$ cat src/rtl/core/rc6cfb_pkg.sv
// Shared types and constants of the RC6-32 CFB-8 stream decryption core.
// No dependencies; imported by every module of the core.
`default_nettype none

package rc6cfb_pkg;

  localparam int KEY_WORDS  = 44;
  localparam int KIW        = 6;   // key word index width
  localparam int CNTW       = 6;   // width of the pass-bit count
  localparam int LGW        = 5;   // log2 of the word size
  localparam int ROUNDS_DEF = 20;
  localparam int HIST_BYTES = 16;

  localparam int IN_TDW   = 48;
  localparam int OUT_TDW  = 16;
  localparam int OUT_USED = 10;

  // Expected inverted parity per key word, bit i for word i.
  localparam logic [KEY_WORDS-1:0] PARITY_TABLE =
    44'b1011_0010_0010_0010_0011_1000_1011_0110_0100_0101_0110;

  localparam logic ACT_LOAD    = 1'b0;
  localparam logic ACT_DECRYPT = 1'b1;

  typedef enum logic [2:0] {
    ST_IDLE,
    ST_PRE,
    ST_ROUND,
    ST_FIN,
    ST_DONE
  } seq_state_t;

  typedef struct packed {
    logic           en;
    logic [KIW-1:0] idx;
    logic [31:0]    word;
  } key_wr_t;

  typedef struct packed {
    logic word_ok;      // parity result of the word on the write port
    logic valid_after;  // all words pass once this write lands
    logic key_valid;    // all words pass now
  } key_stat_t;

endpackage

`default_nettype wire

$ cat src/rtl/core/rc6cfb_round.sv
// One RC6-32 encryption round: two x(2x+1) products, rotations and key adds.
// Depends on rc6cfb_pkg.
`default_nettype none

module rc6cfb_round
  import rc6cfb_pkg::*;
(
  input  wire logic [31:0] a_in,
  input  wire logic [31:0] b_in,
  input  wire logic [31:0] c_in,
  input  wire logic [31:0] d_in,
  input  wire logic [31:0] key_even,
  input  wire logic [31:0] key_odd,
  output logic      [31:0] a_out,
  output logic      [31:0] b_out,
  output logic      [31:0] c_out,
  output logic      [31:0] d_out
);

  function automatic logic [31:0] rotl(input logic [31:0] v, input logic [LGW-1:0] s);
    logic [63:0] wide;
    wide = {v, v} << s;
    return wide[63:32];
  endfunction

  logic [31:0] prod_b, prod_d, t, u, na, nc;

  assign prod_b = b_in * {b_in[30:0], 1'b1};
  assign prod_d = d_in * {d_in[30:0], 1'b1};
  assign t      = rotl(prod_b, LGW'(LGW));
  assign u      = rotl(prod_d, LGW'(LGW));
  assign na     = rotl(a_in ^ t, u[LGW-1:0]) + key_even;
  assign nc     = rotl(c_in ^ u, t[LGW-1:0]) + key_odd;

  assign a_out = b_in;
  assign b_out = nc;
  assign c_out = d_in;
  assign d_out = na;

endmodule

`default_nettype wire

$ cat config.mk
export PLATFORM = sky130hd
export DESIGN_NAME = rc6cfb_round
export DESIGN_NICKNAME = d
export VERILOG_FILES = /design/src/rtl/core/rc6cfb_pkg.sv /design/src/rtl/core/rc6cfb_round.sv
export SDC_FILE = /design/constraint.sdc
export NUM_CORES = 2
export LEC_CHECK = 0
export ABC_AREA = 1
export BUFFER_PORTS_ARGS = -buffer_cell sky130_fd_sc_hd__buf_2
export CAP_MARGIN = 10
export CORE_UTILIZATION = 40
export DETAILED_ROUTE_END_ITERATION = 12
export GPL_TIMING_DRIVEN = 1
export PLACE_DENSITY_LB_ADDON = 0.3
export SYNTH_ARGS = -nofsm -noshare
export SYNTH_HDL_FRONTEND = slang
export SYNTH_SLANG_ARGS = --single-unit
export TNS_END_PERCENT = 5
$ cat constraint.sdc
create_clock -name vclk -period 10.3
set_input_delay 0 -clock vclk [all_inputs]
set_output_delay 0 -clock vclk [all_outputs]
set_load 0.01 [all_outputs]
**After elaboration in Yosys (flattened, before gate mapping)**

Index checks and enable logic that the tools add are counted.

- Register bits after elaboration: 0
- Bits in latches: 0
- Memories kept: 0
- Memory bits (writable): 0
- Output and inout bits: 128
- Bits in read-only memories: 0
- Input bits: 192
- Logic and storage cells: 8

- $mul: 2
- Div/mod/pow operators: 0
- Multiplexer cells: 0
- Bitwise operators: 2
- Shift-type cells: 2
- Equal/unequal tests: 0
- Add/subtract/negate cells: 2
- Reductions and logical operators: 0
- $lt $le $gt $ge: 0

Operators by type and width:

| operator | number |
|---|---|
| << shifter 64 x 5 -> 64 bit | 2 |
| adder 32 bit | 2 |
| multiplier 32 x 32 -> 32 bit | 2 |
| XOR 32 bit | 2 |

**Longest topological paths before layout**

- Word-level depth: 4
- Depth in mapped cells: 56
- Mapped depth without buffers: 54

**Least setup slack after synthesis**

OpenSTA, ideal clock, no wires.

- Path type: input -> output
- Start: input port d_in[10]
- End: output port d_out[28]
- Arrival: 9.314 ns
- Path buffers: 3
- Required time: 10.300 ns
- Cell stages on the path: 48
- Setup slack: 0.986 ns
- Cell sequence: clkbuf_1 clkbuf_1 nand2_1 fa_1 inv_1 fa_1 fa_1 inv_1 fa_1 inv_1 fa_1 inv_1 fa_1 inv_1 fa_1 fa_1 ha_1 nand2_1 (+12 left out) nand3_1 nand2_1 ha_1 inv_1 fa_1 o21ai_1 nand2_1 nand2_1 a21oi_1 o21ai_1 a21boi_2 o21ai_1 a21oi_1 o21ai_1 a21oi_2 o21ai_1 a21oi_1 xor2_1

- Cells in the longest elaborated chain, start to end: 3

Ends and longest elaborated chain:

| item | line | text |
|---|---|---|
| start, declared | rc6cfb_round.sv:11 | `input wire logic [31:0] d_in,` |
| multiplier 32 x 32 -> 32 bit | rc6cfb_round.sv:29 | `assign prod_d = d_in * {d_in[30:0], 1'b1};` |
| << shifter 64 x 5 -> 64 bit | rc6cfb_round.sv:22 | `wide = {v, v} << s;` |
| adder 32 bit | rc6cfb_round.sv:32 | `assign na = rotl(a_in ^ t, u[LGW-1:0]) + key_even;` |
| end, declared | rc6cfb_round.sv:17 | `output logic [31:0] d_out` |

No other way between the ends.

**Worst setup path after layout**

- Start: input port d_in[13]
- End: output port b_out[26]

- Cells in the longest elaborated chain, start to end: 4

Ends and longest elaborated chain:

| item | line | text |
|---|---|---|
| multiplier 32 x 32 -> 32 bit | rc6cfb_round.sv:29 |  |
| XOR 32 bit | rc6cfb_round.sv:33 | `assign nc = rotl(c_in ^ u, t[LGW-1:0]) + key_odd;` |
| << shifter 64 x 5 -> 64 bit | rc6cfb_round.sv:22 |  |
| adder 32 bit | rc6cfb_round.sv:33 |  |
| end, declared | rc6cfb_round.sv:15 | `output logic [31:0] b_out,` |

No other way between the ends.

==> summary.md <==
| Metric | Value |
|---|---|
| Row Count | 110 |
| Die Wd | 304 um |
| Die H | 304 um |
| Post-synth top area cell | fa_1 |
| DR iter-0 viols | 1946 |
| Syn Inst Count | 4946 |
| Max Slew Vio Count | 0 |
| Mean Syn Cell Area | approximately 7.4 um^2 |
| Fin util | 0.442 |
| Max-cap check violation count | 0 |
| Cell area after placement | 39300 um^2 |
| Design area | between 30000 and 40000 um^2 |
| Vias | 31000 |
| Sequential area share after synthesis | 0 |
| Req. time, crit path | 10300 ps |
| Gr usage total | 0.236 |
| Final min period | 9720 ps |
| First-pass GRT wire length | about 170000 um |
| Max incr delay on CP | 550 ps |
| HP Class | in -> out |
| Global route overflow | 0 |
| CP max-delay cell | fa_1 |
| RSZ-0062 raised after global routing | yes |
| Fill cells | 9325 |
| Vias in the first global route | between 30000 and 40000 |
| Initial core utilization | 0.404 |
| Pin count of the biggest net entering global routing | 40 |
| Ys Warns | 0 |
| I/O Pins | 320 |
| Post-route ant nets | 0 |
| Max Fanout on Critical Path | 13 |
| CP Capture Type | output pin |
| Most frequent CP cell | fa_1 |
| Worst EP arrival | 9720 ps |
| Syn_nets | 6200 |
| Layout cells sized above 1 | 0.113 |
| Layout Nets | 6435 |
| Area growth, synth to finish | 9.27% |
| Final critical-path share of the clock period | 0.944 |
| Final hold viol count | 0 |
| Seq cells | 0 |
| # setup viols final | 0 |
| Multi-input gate area | 30600 um^2 |
| Register area | 0 um^2 |
| Number of remaining DRC errors | 0 |
| Clkbuf count | 0 |
| Vias per cell | 4.88 |
| Cell variety after synth | 56 |
| Initial antenna violation count | 9 |
| Drt wl/cell | between 15 and 20 um |
| Slew Limit Headroom | 0.582 |
| Die Footprint | 92200 um^2 |
| RePlAce Congestion | ~0.92 |
| Sum Neg Setup Slack | 0 ps |
| Mapped Area | roughly 36000 um^2 |
| Status | finished clean |
| Setup CP Type | in -> out |
| Drt total wl | 108000 um |
| Worst-Margin Slew | 628 ps |
| Core Area | 90000 um^2 |
| # port buffers | 320 |
| DRT Pass-1 Iters | 6 |
| Fmax | 103 MHz |
| Critical Path Start Type | input pin |
| Dpl hpwl | about 95000 um |
| Synth top area share | 0.402 |
| Area contributors post-synth | fa_1, inv_1, nand2_1 |
## logic make-up after synthesis
| family | Yosys count | synth area share |
|---|---|---|
| adder cells (fa/ha/maj) | 1062 | 0.516 |
| multiplexers | 11 | 0.00313 |
| buffers and inverters | 1499 | 0.166 |
| XOR/XNOR | 200 | 0.0486 |
| AND/OR/NAND/NOR | 1792 | 0.206 |
| AO/OA/AOI/OAI | 382 | 0.0610 |
## cell usage after synthesis (3+ instances only)
master / n
inv_1: 1264
nand2_1: 1261
fa_1: 731
nand3_1: 338
ha_1: 331
xor2_1: 117
a21oi_1: 107
o21ai_1: 99
nor2_1: 87
xnor2_1: 82
o21ai_0: 74
buf_4: 73
clkbuf_1: 68
buf_2: 43
buf_1: 28
or2_1: 20
a21o_1: 18
o21ai_2: 17
nand4_1: 16
a31oi_1: 14
nand3b_1: 13
nand2_2: 12
or2_2: 12
inv_2: 11
nor3_1: 11
a21boi_1: 10
mux2i_1: 10
o21bai_1: 9
a221oi_1: 7
nand3_2: 7
buf_6: 6
nor4_1: 5
a21boi_2: 4
o21a_1: 4
a21oi_2: 3
o221ai_1: 3
o31ai_1: 3
## worst max-delay path: cells and delay by family
kind	cells	cell delay [ps]
buffers and inverters	11	1130
AND/OR/NAND/NOR	14	1460
AO/OA/AOI/OAI	12	1950
XOR/XNOR	1	140
adder cells (fa/ha/maj)	11	5020
## routing by layer
metal	vias up	GRT usage	wire [um]
li1	15100	-	-
met1	15000	0.303	46000
met2	787	0.431	53900
met3	147	0.0169	4870
met4	10	0.0517	2860
met5	-	0	58
## area by class of cell
cell class | instances | area share
inverter | 1277 | 0.121
antenna | 2 | 0.000126
timing repair buffer | 455 | 0.0727
multi-input combinational | 3447 | 0.769
tap | 1176 | 0.0370
## path summary, 6_finish.rpt
kind,endpoint,cells after the start,startpoint
worst max-delay path,b_out[26],49,d_in[13]
worst min-delay path,c_out[31],2,d_in[31]
## placed cells by master, fill, tap and decap left out, types with 12 or more instances in the layout
cell,Yosys,routed
inv_1,1264,1264
nand2_1,1261,1256
fa_1,731,730
nand3_1,338,337
ha_1,331,326
buf_2,43,284
buf_4,73,128
xor2_1,117,116
a21oi_1,107,98
o21ai_1,99,95
nor2_1,87,84
xnor2_1,82,81
o21ai_0,74,69
o21ai_2,17,26
clkbuf_4,0,25
or2_1,20,20
a21o_1,18,18
nand2_2,12,16
nand4_1,16,16
a31oi_1,14,13
nand3b_1,13,13
a21oi_2,3,12
or2_2,12,12
buf_12,0,12
## through the flow
| step | setup slack, ps | hold slack (ps) | std cells |
|---|---|---|---|
| after global routing | -30.2 | 244 | 6356 |
| after CTS | 7.76 | 230 | 6350 |
| after detailed placement | 29.3 | 230 | 6350 |
| final | 577 | 221 | 6357 |
| after global placement | 148 | 229 | 6350 |
| after floorplan | 986 | 91.8 | 4946 |
## timing repair
action                                  CTS  global route
hold endpoints to repair                  0             0
hold buffers                              0             0
setup buffers                             0             4
endpoints found under the setup margin    0            27
gates resized for setup                   0           112
Power is left out: the tool's default activity adds up to more than one toggle a clock period on the data nets, which glitch-free logic cannot reach.
